[config.mk]
export PLATFORM = sky130hd
export DESIGN_NAME = mlt_ctrl
export DESIGN_NICKNAME = d
export VERILOG_FILES = /design/src/hdl/mac_learning_table_with_aging_defines.svh /design/src/hdl/mlt_pkg.sv /design/src/hdl/mlt_ctrl.sv
export SDC_FILE = /design/constraint.sdc
export NUM_CORES = 1
export LEC_CHECK = 0
export ABC_CLOCK_PERIOD_IN_PS = 4400
export BUFFER_PORTS_ARGS = -buffer_cell sky130_fd_sc_hd__clkbuf_2
export CAP_MARGIN = 20
export CORE_AREA = 3 3 46 48
export DETAILED_ROUTE_END_ITERATION = 8
export DIE_AREA = 0 0 49 51
export GPL_TIMING_DRIVEN = 0
export PLACE_DENSITY_LB_ADDON = 0.2
export SYNTH_ARGS = -nofsm -noshare
export SYNTH_HDL_FRONTEND = slang
export SYNTH_SLANG_ARGS = --single-unit
[constraint.sdc]
create_clock -name clk -period 4.4 [get_ports clk]
set_clock_uncertainty 0.15 [all_clocks]
set_input_delay 1.32 -clock clk [delete_from_list [all_inputs] [get_ports clk]]
set_output_delay 1.32 -clock clk [all_outputs]
set_load 0.02 [all_outputs]
[src/hdl/mac_learning_table_with_aging_defines.svh]
// assertion macros for the mac learning table
`ifndef MAC_LEARNING_TABLE_WITH_AGING_DEFINES_SVH
`define MAC_LEARNING_TABLE_WITH_AGING_DEFINES_SVH

`ifndef SYNTHESIS
`define MLT_ASSERT_IMP(lbl, ante, cons) \
    lbl: assert property (@(posedge clk) disable iff (!rst_n) (ante) |-> (cons)) \
        else $error("mlt assertion failed");
`define MLT_ASSERT_NXT(lbl, ante, cons) \
    lbl: assert property (@(posedge clk) disable iff (!rst_n) (ante) |=> (cons)) \
        else $error("mlt assertion failed");
`else
`define MLT_ASSERT_IMP(lbl, ante, cons)
`define MLT_ASSERT_NXT(lbl, ante, cons)
`endif

`endif

[src/hdl/mlt_pkg.sv]
package mlt_pkg;

    localparam int TABLE_DEPTH_DEF = 64;

    localparam int OP_W   = 3;
    localparam int MAC_W  = 48;
    localparam int PORT_W = 4;
    localparam int AGE_W  = 16;
    localparam int ST_W   = 2;
    localparam int CNT_W  = 7;

    localparam logic [OP_W-1:0] OP_LEARN  = 3'd0;
    localparam logic [OP_W-1:0] OP_LOOKUP = 3'd1;
    localparam logic [OP_W-1:0] OP_ADD    = 3'd2;
    localparam logic [OP_W-1:0] OP_DELETE = 3'd3;
    localparam logic [OP_W-1:0] OP_TICK   = 3'd4;

    localparam logic [ST_W-1:0] ST_OK        = 2'd0;
    localparam logic [ST_W-1:0] ST_PRESENT   = 2'd1;
    localparam logic [ST_W-1:0] ST_FULL      = 2'd2;
    localparam logic [ST_W-1:0] ST_NOT_FOUND = 2'd3;

    localparam logic [AGE_W-1:0] AGE_LIMIT_RST = 16'd300;
    localparam logic [AGE_W-1:0] AGE_MAX       = 16'hFFFF;
    localparam logic [CNT_W-1:0] REMOVED_MAX   = 7'd127;

    typedef struct packed {
        logic [OP_W-1:0]   opcode;
        logic [MAC_W-1:0]  mac_address;
        logic [PORT_W-1:0] port_number;
        logic              static_entry;
    } req_t;

    typedef struct packed {
        logic [ST_W-1:0]   status;
        logic              found;
        logic [PORT_W-1:0] found_port;
        logic [CNT_W-1:0]  removed_count;
    } rsp_t;

    typedef struct packed {
        logic              valid;
        logic [MAC_W-1:0]  mac;
        logic [PORT_W-1:0] port;
        logic              is_static;
        logic [AGE_W-1:0]  age;
    } entry_t;

    localparam int ENTRY_W = $bits(entry_t);

    typedef struct packed {
        logic load;
        logic clear;
        logic scan;
        logic finish;
    } cmd_t;

endpackage

[src/hdl/mlt_ctrl.sv]
module mlt_ctrl #(
    parameter int TABLE_DEPTH = mlt_pkg::TABLE_DEPTH_DEF
) (
    input  logic                           clk,
    input  logic                           rst_n,
    input  logic                           req_valid,
    output logic                           req_ready,
    input  logic                           out_free,
    output mlt_pkg::cmd_t                  cmd,
    output logic [$clog2(TABLE_DEPTH)-1:0] addr
);
    import mlt_pkg::*;

    localparam int AW = $clog2(TABLE_DEPTH);
    localparam logic [AW-1:0] LAST = AW'(TABLE_DEPTH - 1);

    localparam logic [2:0] S_CLEAR  = 3'd0;
    localparam logic [2:0] S_IDLE   = 3'd1;
    localparam logic [2:0] S_SCAN   = 3'd2;
    localparam logic [2:0] S_DRAIN  = 3'd3;
    localparam logic [2:0] S_FINISH = 3'd4;

    logic [2:0]    state_reg;
    logic [2:0]    state_next;
    logic [AW-1:0] cnt_reg;
    logic [AW-1:0] cnt_next;

    always_comb
    begin
        state_next = state_reg;
        cnt_next   = cnt_reg;
        cmd        = '0;
        req_ready  = 1'b0;
        unique case (state_reg)
            S_CLEAR:
            begin
                cmd.clear = 1'b1;
                if (cnt_reg == LAST)
                begin
                    cnt_next   = '0;
                    state_next = S_IDLE;
                end
                else
                begin
                    cnt_next = cnt_reg + AW'(1);
                end
            end
            S_IDLE:
            begin
                req_ready = 1'b1;
                if (req_valid)
                begin
                    cmd.load   = 1'b1;
                    cnt_next   = '0;
                    state_next = S_SCAN;
                end
            end
            S_SCAN:
            begin
                cmd.scan = 1'b1;
                if (cnt_reg == LAST)
                begin
                    cnt_next   = '0;
                    state_next = S_DRAIN;
                end
                else
                begin
                    cnt_next = cnt_reg + AW'(1);
                end
            end
            S_DRAIN:
            begin
                state_next = S_FINISH;
            end
            S_FINISH:
            begin
                if (out_free)
                begin
                    cmd.finish = 1'b1;
                    state_next = S_IDLE;
                end
            end
            default:
            begin
                state_next = S_IDLE;
            end
        endcase
    end

    assign addr = cnt_reg;

    always_ff @(posedge clk or negedge rst_n)
    begin
        if (!rst_n)
        begin
            state_reg <= S_CLEAR;
            cnt_reg   <= '0;
        end
        else
        begin
            state_reg <= state_next;
            cnt_reg   <= cnt_next;
        end
    end

endmodule

==> reports/qor.yml <==
leakagePower_nw: 0.308
ys_top_cells_by_count: "dfrtp_1 (9), o21ai_0 (5), a21oi_1 (4), nand2_1 (4)"
nets: 80
rows: 15
clkTransAtPathRegs_ns: 0.06
drtIter0Drc: 9
htree_levels: 1
wl_per_cell_microns: 11.3
globalplace.congestion: 0.747
rsz0062_at_grt: "no"
setup_tns_ns: 0
timing.final.crit_share_pct: 75.4
hold_end: "addr[0]$_DFFE_PN0P_"
cts_tree: "built"
slowest_delay_ns: 0.22
die_y_microns: 51
worstSetupPathType: "input port to output pin"
ys.flop_type: "dfrtp_1"
vias: 473
netlist_area_sq_um: 524
synthMostInstantiatedCell: "dfrtp_1"
path_cells: "clkbuf_2, nor4b_1, clkbuf_2"
ios: 15
ctsHoldBuffers: 0
max_slew.worst_pin.slew_ns: 0.381
path_buf_inv: 2
worstHoldStart: "addr[0]$_DFFE_PN0P_"
cts_resized: 0
relSlewSlack_pct: 74.6
drive_gt1_share_pct: 32.4
cts.path.max_buffers: 2
fin_hold_ws_ns: 0.413
max_freq_mhz: 302
start_util_pct: 30.0
ff2ff_path_depth: 5
ys_seq_area_share_pct: 43.0
grt-ovfl-total: 0
clock-root-buffer: "clkbuf_4"
netlist.area_leader.share_pct: 43.0
ys_warn_count: 0
dieArea_sq_mm: 0.00250
reg2reg_from: "addr[0]$_DFFE_PN0P_"
viasPerCell: 4.78
crit_arrival_ns: 1.85
grt_first_pass_wirelength_microns: 1890
drtAntennaViolNets: 0
syn_nets: 61
cts_made_buffers: 3
critPathMostFrequentCell: "clkbuf_2"
fillCellCount: 189
grt_max_degree: 11
fp.dieW_microns: 49
fin_crit_ns: 3.32
core_area_sq_mm: 0.00175
grt_antenna_before_repair: 0
synth_cells: 56
yosys.cell_types.count: 29
drt-total-wl_microns: 1120
area_growth_pct: 24.3
post-cts-setup-buffers: 0
cts_sinks: 9
finalSetupViolCount: 0
hold_viol_final: 0
grt_use_total_pct: 10.1
cp-start-kind: "input port"
r2r_slack_ns: 2.74
path_delay_family: "buffers and inverters"
largest_register_ffs: 6
required_ns: 2.93
slew_viol_final: 0
clk_latency_ns: 0.26
status: "finished clean"
ys_ff_latch: 9
synthTopCellsByArea: "dfrtp_1 (43%), a22o_1 (5.0%), o21ai_0 (4.8%)"
peakVddDrop_v: 0.000224
drv_cap: 0
n_antenna_cell: 0
async_flop_share_pct: 100
syn_area_per_cell_sq_um: 9.36
synth_edf_count: 0
dr.pass1.iters: 4
grt_pass1_vias: 397
hold_depth: 1
cpMaxStageDelayCell: "nor4b_1"
p_per_area_mw_per_mm2: 677
cp.depth: 3
r2r_end: "addr[3]$_DFFE_PN0P_"
port_buffers: 14
drc: 0
synth_top_cell_by_area: "dfrtp_1"
holdCritPathClass: "flip-flop to flip-flop"
crit_fanout: 3
crit_path_end_kind: "output pin"
==> area by class of cell <==
type                       instances  area [sq um]  area share (%)
clock buffer                       4          26.3            4.03
buffer                             3          16.3            2.50
timing repair buffer              14          70.1            10.7
sequential                         9           225            34.5
inverter                           1          3.75           0.576
tap                               25          31.3            4.80
multi-input combinational         43           279            42.8
==> worst reg2reg max path: stages (launching register included) <==
cell,delay (ns)
dfrtp_1,0.42
ha_1,0.24
nand4_1,0.17
a21oi_2,0.23
nor4_1,0.08
a211o_1,0.27
==> through the flow <==
| stage | power [mW] | util [%] | cell area, sq um | setup WS, ns | cells |
|---|---|---|---|---|---|
| 3_5_place_dp | 0.381 | 35.8 | 626 | 1.07 | 95 |
| 5_1_grt | 0.476 | 37.3 | 652 | 1.03 | 99 |
| 6_report | 0.441 | 37.3 | 652 | 1.08 | 99 |
| 3_3_place_gp | 0.377 | 35.8 | 626 | 1.09 | 95 |
| 4_1_cts | 0.449 | 37.3 | 652 | 1.06 | 99 |
| 2_1_floorplan | 0.313 | - | 524 | 0.896 | 56 |
==> layer usage <==
metal  up-vias  share of wire [%]  track usage [%]
li1        242                  -                -
met1       212                 50             13.0
met2        17                 41             13.8
met3         2                6.7             4.66
met4         0                2.0             5.69
met5         -                  0                0
==> power by group <==
part	total, mW	switching (mW)	internal [mW]
clock network	0.0651	0.0300	0.0350
logic	0.216	0.125	0.0909
registers	0.160	0.0434	0.117
total	0.441	0.198	0.243
==> layout by cell type (no fill, tap or decap), types with 2 or more instances in the layout <==
master,n
clkbuf_4,3
nor4_1,2
nand3_1,3
o21ai_0,5
clkbuf_1,2
clkbuf_2,14
dfrtp_1,9
a22o_1,3
nor3_1,2
and2_1,2
nand2_1,4
a21oi_1,4
nor2_1,2
nand2b_1,2
==> cell families (layout without fill, tap and decap cells) <==
family | Yosys count | in the layout | share of synthesized area, %
AND/OR/NAND/NOR | 24 | 24 | 27.2
multiplexers | 1 | 1 | 1.91
buffers and inverters | 4 | 22 | 3.82
XOR/XNOR | 1 | 1 | 1.67
AO/OA/AOI/OAI | 16 | 16 | 20.0
flip-flops | 9 | 9 | 43.0
adder cells (fa/ha/maj) | 1 | 1 | 2.39
==> how the worst max path moves through the flow <==
stage                   from  endpoint  slack, ns
floorplan           out_free    cmd[0]       0.90
global placement    out_free    cmd[0]       1.09
detailed placement  out_free    cmd[0]       1.07
CTS                 out_free    cmd[0]       1.06
global route        out_free    cmd[0]       1.03
finish              out_free    cmd[0]       1.08
No activity file was read; power rests on OpenSTA's default activity.
