`src/hdl/mac_learning_table_with_aging_defines.svh`:
```
// assertion macros for the mac learning table
`ifndef MAC_LEARNING_TABLE_WITH_AGING_DEFINES_SVH
`define MAC_LEARNING_TABLE_WITH_AGING_DEFINES_SVH

`ifndef SYNTHESIS
`define MLT_ASSERT_IMP(lbl, ante, cons) \
    lbl: assert property (@(posedge clk) disable iff (!rst_n) (ante) |-> (cons)) \
        else $error("mlt assertion failed");
`define MLT_ASSERT_NXT(lbl, ante, cons) \
    lbl: assert property (@(posedge clk) disable iff (!rst_n) (ante) |=> (cons)) \
        else $error("mlt assertion failed");
`else
`define MLT_ASSERT_IMP(lbl, ante, cons)
`define MLT_ASSERT_NXT(lbl, ante, cons)
`endif

`endif

```
`src/hdl/mlt_pkg.sv`:
```
package mlt_pkg;

    localparam int TABLE_DEPTH_DEF = 64;

    localparam int OP_W   = 3;
    localparam int MAC_W  = 48;
    localparam int PORT_W = 4;
    localparam int AGE_W  = 16;
    localparam int ST_W   = 2;
    localparam int CNT_W  = 7;

    localparam logic [OP_W-1:0] OP_LEARN  = 3'd0;
    localparam logic [OP_W-1:0] OP_LOOKUP = 3'd1;
    localparam logic [OP_W-1:0] OP_ADD    = 3'd2;
    localparam logic [OP_W-1:0] OP_DELETE = 3'd3;
    localparam logic [OP_W-1:0] OP_TICK   = 3'd4;

    localparam logic [ST_W-1:0] ST_OK        = 2'd0;
    localparam logic [ST_W-1:0] ST_PRESENT   = 2'd1;
    localparam logic [ST_W-1:0] ST_FULL      = 2'd2;
    localparam logic [ST_W-1:0] ST_NOT_FOUND = 2'd3;

    localparam logic [AGE_W-1:0] AGE_LIMIT_RST = 16'd300;
    localparam logic [AGE_W-1:0] AGE_MAX       = 16'hFFFF;
    localparam logic [CNT_W-1:0] REMOVED_MAX   = 7'd127;

    typedef struct packed {
        logic [OP_W-1:0]   opcode;
        logic [MAC_W-1:0]  mac_address;
        logic [PORT_W-1:0] port_number;
        logic              static_entry;
    } req_t;

    typedef struct packed {
        logic [ST_W-1:0]   status;
        logic              found;
        logic [PORT_W-1:0] found_port;
        logic [CNT_W-1:0]  removed_count;
    } rsp_t;

    typedef struct packed {
        logic              valid;
        logic [MAC_W-1:0]  mac;
        logic [PORT_W-1:0] port;
        logic              is_static;
        logic [AGE_W-1:0]  age;
    } entry_t;

    localparam int ENTRY_W = $bits(entry_t);

    typedef struct packed {
        logic load;
        logic clear;
        logic scan;
        logic finish;
    } cmd_t;

endpackage

```
`src/hdl/mlt_ram.sv`:
```
module mlt_ram #(
    parameter int WIDTH = 8,
    parameter int DEPTH = 64
) (
    input  logic                     clk,
    input  logic                     wr_en,
    input  logic [$clog2(DEPTH)-1:0] wr_addr,
    input  logic [WIDTH-1:0]         wr_data,
    input  logic                     rd_en,
    input  logic [$clog2(DEPTH)-1:0] rd_addr,
    output logic [WIDTH-1:0]         rd_data
);

    logic [WIDTH-1:0] mem [DEPTH];

    always_ff @(posedge clk)
    begin
        if (wr_en)
        begin
            mem[wr_addr] <= wr_data;
        end
        if (rd_en)
        begin
            rd_data <= mem[rd_addr];
        end
    end

endmodule

```
`src/hdl/mlt_datapath.sv`:
```
module mlt_datapath #(
    parameter int TABLE_DEPTH = mlt_pkg::TABLE_DEPTH_DEF
) (
    input  logic                           clk,
    input  logic                           rst_n,
    input  mlt_pkg::cmd_t                  cmd,
    input  logic [$clog2(TABLE_DEPTH)-1:0] addr,
    input  mlt_pkg::req_t                  req_payload,
    input  logic                           cfg_we,
    input  logic [mlt_pkg::AGE_W-1:0]      cfg_wdata,
    input  logic                           rsp_ready,
    output logic                           rsp_valid,
    output mlt_pkg::rsp_t                  rsp_payload,
    output logic                           out_free
);
    import mlt_pkg::*;

    localparam int AW = $clog2(TABLE_DEPTH);

    logic [AGE_W-1:0] age_limit_reg;
    req_t             req_reg;
    logic             rd_pend_reg;
    logic [AW-1:0]    rd_addr_reg;
    logic             hit_reg;
    logic [AW-1:0]    hit_idx_reg;
    entry_t           hit_entry_reg;
    logic             free_reg;
    logic [AW-1:0]    free_idx_reg;
    logic [CNT_W-1:0] removed_reg;
    logic             rsp_valid_reg;
    rsp_t             rsp_reg;

    logic [ENTRY_W-1:0] rd_word;
    entry_t             rd_entry;
    logic               wr_en;
    logic [AW-1:0]      wr_addr;
    entry_t             wr_entry;

    logic             hit_now;
    logic             free_now;
    logic             tick_wb;
    logic [AGE_W-1:0] age_inc;
    logic             expire;
    entry_t           tick_entry;
    entry_t           new_entry;

    logic          fin_we;
    logic [AW-1:0] fin_addr;
    entry_t        fin_entry;
    rsp_t          fin_rsp;

    mlt_ram #(
        .WIDTH (ENTRY_W),
        .DEPTH (TABLE_DEPTH)
    ) u_ram (
        .clk     (clk),
        .wr_en   (wr_en),
        .wr_addr (wr_addr),
        .wr_data (wr_entry),
        .rd_en   (cmd.scan),
        .rd_addr (addr),
        .rd_data (rd_word)
    );

    assign rd_entry = entry_t'(rd_word);

    // per-entry scan
    assign hit_now  = rd_pend_reg && rd_entry.valid
                      && (rd_entry.mac == req_reg.mac_address);
    assign free_now = rd_pend_reg && !rd_entry.valid && !free_reg;
    assign tick_wb  = rd_pend_reg && rd_entry.valid && (req_reg.opcode == OP_TICK);
    assign age_inc  = (rd_entry.age == AGE_MAX) ? rd_entry.age : rd_entry.age + 16'd1;
    assign expire   = age_inc >= age_limit_reg;

    always_comb
    begin
        tick_entry     = rd_entry;
        tick_entry.age = age_inc;
        if (expire)
        begin
            tick_entry.valid = 1'b0;
        end
    end

    always_comb
    begin
        new_entry           = '0;
        new_entry.valid     = 1'b1;
        new_entry.mac       = req_reg.mac_address;
        new_entry.port      = req_reg.port_number;
        new_entry.is_static = (req_reg.opcode == OP_ADD) && req_reg.static_entry;
    end

    // end of scan: table update and result
    always_comb
    begin
        fin_we    = 1'b0;
        fin_addr  = hit_idx_reg;
        fin_entry = hit_entry_reg;
        fin_rsp   = '0;
        unique case (req_reg.opcode)
            OP_LEARN:
            begin
                if (hit_reg)
                begin
                    fin_we         = !hit_entry_reg.is_static;
                    fin_entry.port = req_reg.port_number;
                end
                else if (free_reg)
                begin
                    fin_we    = 1'b1;
                    fin_addr  = free_idx_reg;
                    fin_entry = new_entry;
                end
                else
                begin
                    fin_rsp.status = ST_FULL;
                end
            end
            OP_LOOKUP:
            begin
                if (hit_reg)
                begin
                    fin_we             = 1'b1;
                    fin_entry.age      = '0;
                    fin_rsp.found      = 1'b1;
                    fin_rsp.found_port = hit_entry_reg.port;
                end
                else
                begin
                    fin_rsp.status = ST_NOT_FOUND;
                end
            end
            OP_ADD:
            begin
                if (hit_reg)
                begin
                    fin_rsp.status = ST_PRESENT;
                end
                else if (free_reg)
                begin
                    fin_we    = 1'b1;
                    fin_addr  = free_idx_reg;
                    fin_entry = new_entry;
                end
                else
                begin
                    fin_rsp.status = ST_FULL;
                end
            end
            OP_DELETE:
            begin
                if (hit_reg)
                begin
                    fin_we          = 1'b1;
                    fin_entry.valid = 1'b0;
                end
                else
                begin
                    fin_rsp.status = ST_NOT_FOUND;
                end
            end
            OP_TICK:
            begin
                fin_rsp.removed_count = removed_reg;
            end
            default:
            begin
                fin_rsp = '0;
            end
        endcase
    end

    always_comb
    begin
        priority if (cmd.clear)
        begin
            wr_en    = 1'b1;
            wr_addr  = addr;
            wr_entry = '0;
        end
        else if (tick_wb)
        begin
            wr_en    = 1'b1;
            wr_addr  = rd_addr_reg;
            wr_entry = tick_entry;
        end
        else
        begin
            wr_en    = cmd.finish && fin_we;
            wr_addr  = fin_addr;
            wr_entry = fin_entry;
        end
    end

    assign out_free    = !rsp_valid_reg || rsp_ready;
    assign rsp_valid   = rsp_valid_reg;
    assign rsp_payload = rsp_reg;

    always_ff @(posedge clk or negedge rst_n)
    begin
        if (!rst_n)
        begin
            age_limit_reg <= AGE_LIMIT_RST;
            rd_pend_reg   <= 1'b0;
            hit_reg       <= 1'b0;
            free_reg      <= 1'b0;
            rsp_valid_reg <= 1'b0;
        end
        else
        begin
            if (cfg_we)
            begin
                age_limit_reg <= cfg_wdata;
            end
            rd_pend_reg <= cmd.scan;
            if (cmd.load)
            begin
                hit_reg  <= 1'b0;
                free_reg <= 1'b0;
            end
            else
            begin
                if (hit_now)
                begin
                    hit_reg <= 1'b1;
                end
                if (free_now)
                begin
                    free_reg <= 1'b1;
                end
            end
            if (cmd.finish)
            begin
                rsp_valid_reg <= 1'b1;
            end
            else if (rsp_ready)
            begin
                rsp_valid_reg <= 1'b0;
            end
        end
    end

    always_ff @(posedge clk)
    begin
        rd_addr_reg <= addr;
        if (cmd.load)
        begin
            req_reg     <= req_payload;
            removed_reg <= '0;
        end
        else if (tick_wb && expire && (removed_reg != REMOVED_MAX))
        begin
            removed_reg <= removed_reg + 7'd1;
        end
        if (hit_now)
        begin
            hit_idx_reg   <= rd_addr_reg;
            hit_entry_reg <= rd_entry;
        end
        if (free_now)
        begin
            free_idx_reg <= rd_addr_reg;
        end
        if (cmd.finish)
        begin
            rsp_reg <= fin_rsp;
        end
    end

endmodule

```
`config.mk`:
```
export PLATFORM = sky130hd
export DESIGN_NAME = mlt_datapath
export DESIGN_NICKNAME = d
export VERILOG_FILES = /design/src/hdl/mac_learning_table_with_aging_defines.svh /design/src/hdl/mlt_pkg.sv /design/src/hdl/mlt_ram.sv /design/src/hdl/mlt_datapath.sv
export SDC_FILE = /design/constraint.sdc
export NUM_CORES = 2
export LEC_CHECK = 0
export BUFFER_PORTS_ARGS = -buffer_cell sky130_fd_sc_hd__buf_2
export CAP_MARGIN = 15
export CORE_MARGIN = 1.5
export CORE_UTILIZATION = 25
export DETAILED_ROUTE_END_ITERATION = 7
export GPL_TIMING_DRIVEN = 1
export MAX_ROUTING_LAYER = met4
export SETUP_SLACK_MARGIN = 0.1
export SLEW_MARGIN = 0
export SYNTH_ARGS = -nofsm -noshare
export SYNTH_HDL_FRONTEND = slang
export SYNTH_HIERARCHICAL = 1
export SYNTH_MEMORY_MAX_BITS = 65536
export SYNTH_SLANG_ARGS = --single-unit
```
`constraint.sdc`:
```
create_clock -name clk -period 8.9 [get_ports clk]
set_input_delay 0.89 -clock clk [delete_from_list [all_inputs] [get_ports clk]]
set_output_delay 0.89 -clock clk [all_outputs]
set_load 0.05 [all_outputs]
```
==> qor.csv <==
stage,metric,value,unit
run_status,status,completed,
yosys,synth_nets,8251,
job,maxCapViolCount,0,
sta,relSlewSlack,13.8,%
sta,rsz0062_at_grt,no,
clock_tree,path_clk_slew,60,ps
route,wl_per_cell,26.1,µm
critical_path,path_delay_family,simple AND/OR/NAND/NOR gates,
route,viasPerCell,4.75,
power,total_power,0.0456,W
final_layout,multi_input_area,38000,µm²
critical_path,path_class,flop to flop,
final_layout,num-fill-cells,69506,
yosys,synthesis.area,181000,µm²
sta,setup_viol_count_final,0,
place,gp_congestion,0.824,
power,power.leakage,63.6,nW
power,p_int,0.0356,W
critical_path,cp_slowest_cell,nor2_4,
global_routing,grt_pass1_wl,681000,µm
clock_tree,clock-root-buffer,clkbuf_16,
yosys,synth_edf_count,4702,
floorplanning,core,722000,µm²
route,vias,88137,
route,drt_wl_total,485000,µm
sta,final.min_clock_period,6160,ps
final_layout,final_cell_area,210000,µm²
route,wl_met2,232000,µm
yosys,ys_seq_elements,4735,
global_routing,grt_max_degree,109,
critical_path,cp_num_buf_inv,2,
yosys,syn_area_per_cell,22.2,µm²
route,wl_met1,201000,µm
clock_tree,cts_setup_buffers,0,
clock_tree,htree_levels,5,
global_routing,antenna_found_initial,15,
sta,holdWs,86.3,ps
critical_path,cp.required,9520,ps
route,firstDrtPassIters,6,
final_layout,layout_common_cells,"edfxtp_1, mux4_2, clkbuf_16",
floorplanning,die_area,730000,µm²
final_layout,largest_register_ffs,4480,
floorplanning,start_util,25.1,%
yosys,synth_top_area_share,77.9,%
power,seqPwrFrac,54.4,%
sta,hold_viol,0,
critical_path,path_cells,nor2b_1 -> and2_4 -> buf_4 -> mux2i_1 -> nor2_1 -> a21oi_1 -> o21ai_0 -> nand4_1 -> nor2_4 -> buf_4,
yosys,netlist-cell-type-count,67,
clock_tree,clock_latency,1040,ps
critical_path,cpPeakStageDelay,1260,ps
sta,setup_tns,0,ps
yosys,synth-seq-area-share,78.4,%
final_layout,final_common_cell,edfxtp_1,
power,pwr-share-clk,40.3,%
floorplanning,rows,312,
route,top_layer,met4,
power,p_sw_share,22.0,%
sta,drv_slew,0,
floorplanning,ios,102,
critical_path,cp_max_fo,48,
route,drtAntennaViolNets,0,
final_layout,final-seq-area,142000,µm²
clock_tree,cts_made_buffers,450,
place,io_buffers,101,
floorplanning,chipWidth,854,µm
route,met3_length,34000,µm
power,power_density,217,nW/µm²
clock_tree,cts_tree,done,
place,postPlaceCellArea,195000,µm²
sta,fin_skew,102,ps
sta,finalCritPeriodShare,69.2,%
yosys,synthArstFlopShare,0.422,%
power,p_sw,0.0101,W
yosys,synth_top_area_cell,edfxtp_1,
global_routing,grt_pass1_vias,87378,
power,p_comb_share,5.2,%
critical_path,crit_top_cell,buf_4,
power,ir_drop,0.000172,V
sta,fmax,162,MHz
route,drt_iter0_markers,11284,
yosys,netlist_top_cells_area,"edfxtp_1, mux4_2, mux2i_1, a22oi_1, nand3_1",
yosys,synthCells,8147,
clock_tree,clock_sinks,4735,
global_routing,grt_use_total,13.2,%
global_routing,grt_overflow_total,0,
critical_path,end_kind,flop,
place,hpwlAfterDp,275000,µm
final_layout,synthToLayoutAreaGrowth,15.8,%
clock_tree,clk_path_buf_depth,4,
final_layout,layout-drive-gt1-share,25.8,%
min_path,hold_class,input port to flop,
critical_path,cp_data_arrival_time,6780,ps
floorplanning,die_h,854,µm
yosys,ys_warn_count,6,
yosys,yosys_most_used_dff,edfxtp_1,
critical_path,cp-start-kind,flop,
sta,worst_pin_slew,1280,ps
final_layout,nNetsFinal,8701,
route,drc,0,
-- Yosys cell counts (13+ instances only) --
master and count:
clkbuf_1 189, o22ai_1 92, buf_6 30, nand2b_1 18, nand2_1 234, a31oi_1 22, o221ai_1 44, dfrtp_1 16
a2bb2oi_1 19, nand3_1 206, a41oi_1 31, a21oi_1 37, buf_1 16, o21ai_1 26, ha_1 18, mux4_2 1120
or2_2 32, and2_1 15, xor2_1 44, and3_1 28, buf_4 69, inv_1 44, dfxtp_1 13, o21ai_0 45
buf_2 161, or3_1 36, nor2_1 197, edfxtp_1 4702, a211oi_1 75, nand4_1 102, nor2b_1 35, mux2i_1 207
a22oi_1 140
-- tightest hold or removal path, delay by kind of cell --
kind / cells / cell delay, ps
buffers and inverters: 1 / 90
AO/OA/AOI/OAI: 1 / 70
AND/OR/NAND/NOR: 1 / 40
-- per-layer routing --
layer  up-vias  GRT usage, %
li1      35315             -
met1     48361          17.7
met2      3748          20.8
met3       713          1.58
met4         0          4.35
met5         -             -
-- power by group through the flow --
stage	registers, W	logic, W	clock network, W
finish	0.0248	0.00238	0.0184
global route	0.0248	0.00251	0.0195
CTS	0.0248	0.00241	0.0187
detailed placement	0.0253	0.00239	0
global placement	0.0253	0.00237	0
floorplan	0.0253	0.00138	0
-- per-stage QoR --
stage	util [%]	setup WS, ps	cells
2_1_floorplan	-	1350	8147
3_3_place_gp	27.1	2900	17660
3_5_place_dp	27.1	2930	17661
4_1_cts	29.1	2830	18538
5_1_grt	29.1	2570	18549
6_report	29.1	2740	18555
-- path summary, 6_finish.rpt --
check	from	to	slack, ps	cells past startpoint
hold reg to reg	rd_addr_reg[0]$_DFF_P_	hit_idx_reg[0]$_DFFE_PP_	480	0
max in group asynchronous	rst_n	age_limit_reg[8]$_DFFE_PN1P_	8140	2
hold / removal	cfg_wdata[12]	age_limit_reg[12]$_DFFE_PN0P_	90	3
setup reg to reg	req_reg[53]$_DFFE_PP_	u_ram/mem[15][2]$_DFFE_PP_	2740	10
min in group asynchronous	rst_n	hit_reg$_DFFE_PN0P_	370	2
setup / recovery	req_reg[53]$_DFFE_PP_	u_ram/mem[15][2]$_DFFE_PP_	2740	10
-- cell type report --
cell class              instances  area share (%)
clock buffers                 583            5.67
flip-flops and latches       4735            67.6
clock inverters               233           0.954
repair buffers                463            1.83
well taps                    9577            5.71
multi-input cells            2903            18.1
inverters                      44          0.0787
diodes                         17          0.0203
-- what timing repair did --
action / 4_1_cts / 5_1_grt
hold buffers: 61 / 0
endpoints found under the hold margin: 76 / 0
gates resized for setup: 0 / 0
-- logic make-up after synthesis --
| family | Yosys count | synth area share [%] |
|---|---|---|
| AOI/OAI and AO/OA | 552 | 2.16 |
| and+or+nand+nor | 946 | 2.57 |
| xor gates and xnor gates | 54 | 0.261 |
| muxes | 1333 | 15.1 |
| buffers and inverters | 509 | 1.43 |
| adders and majority gates | 18 | 0.124 |
| DFF | 4735 | 78.4 |
(Power assumes the default switching activity.)
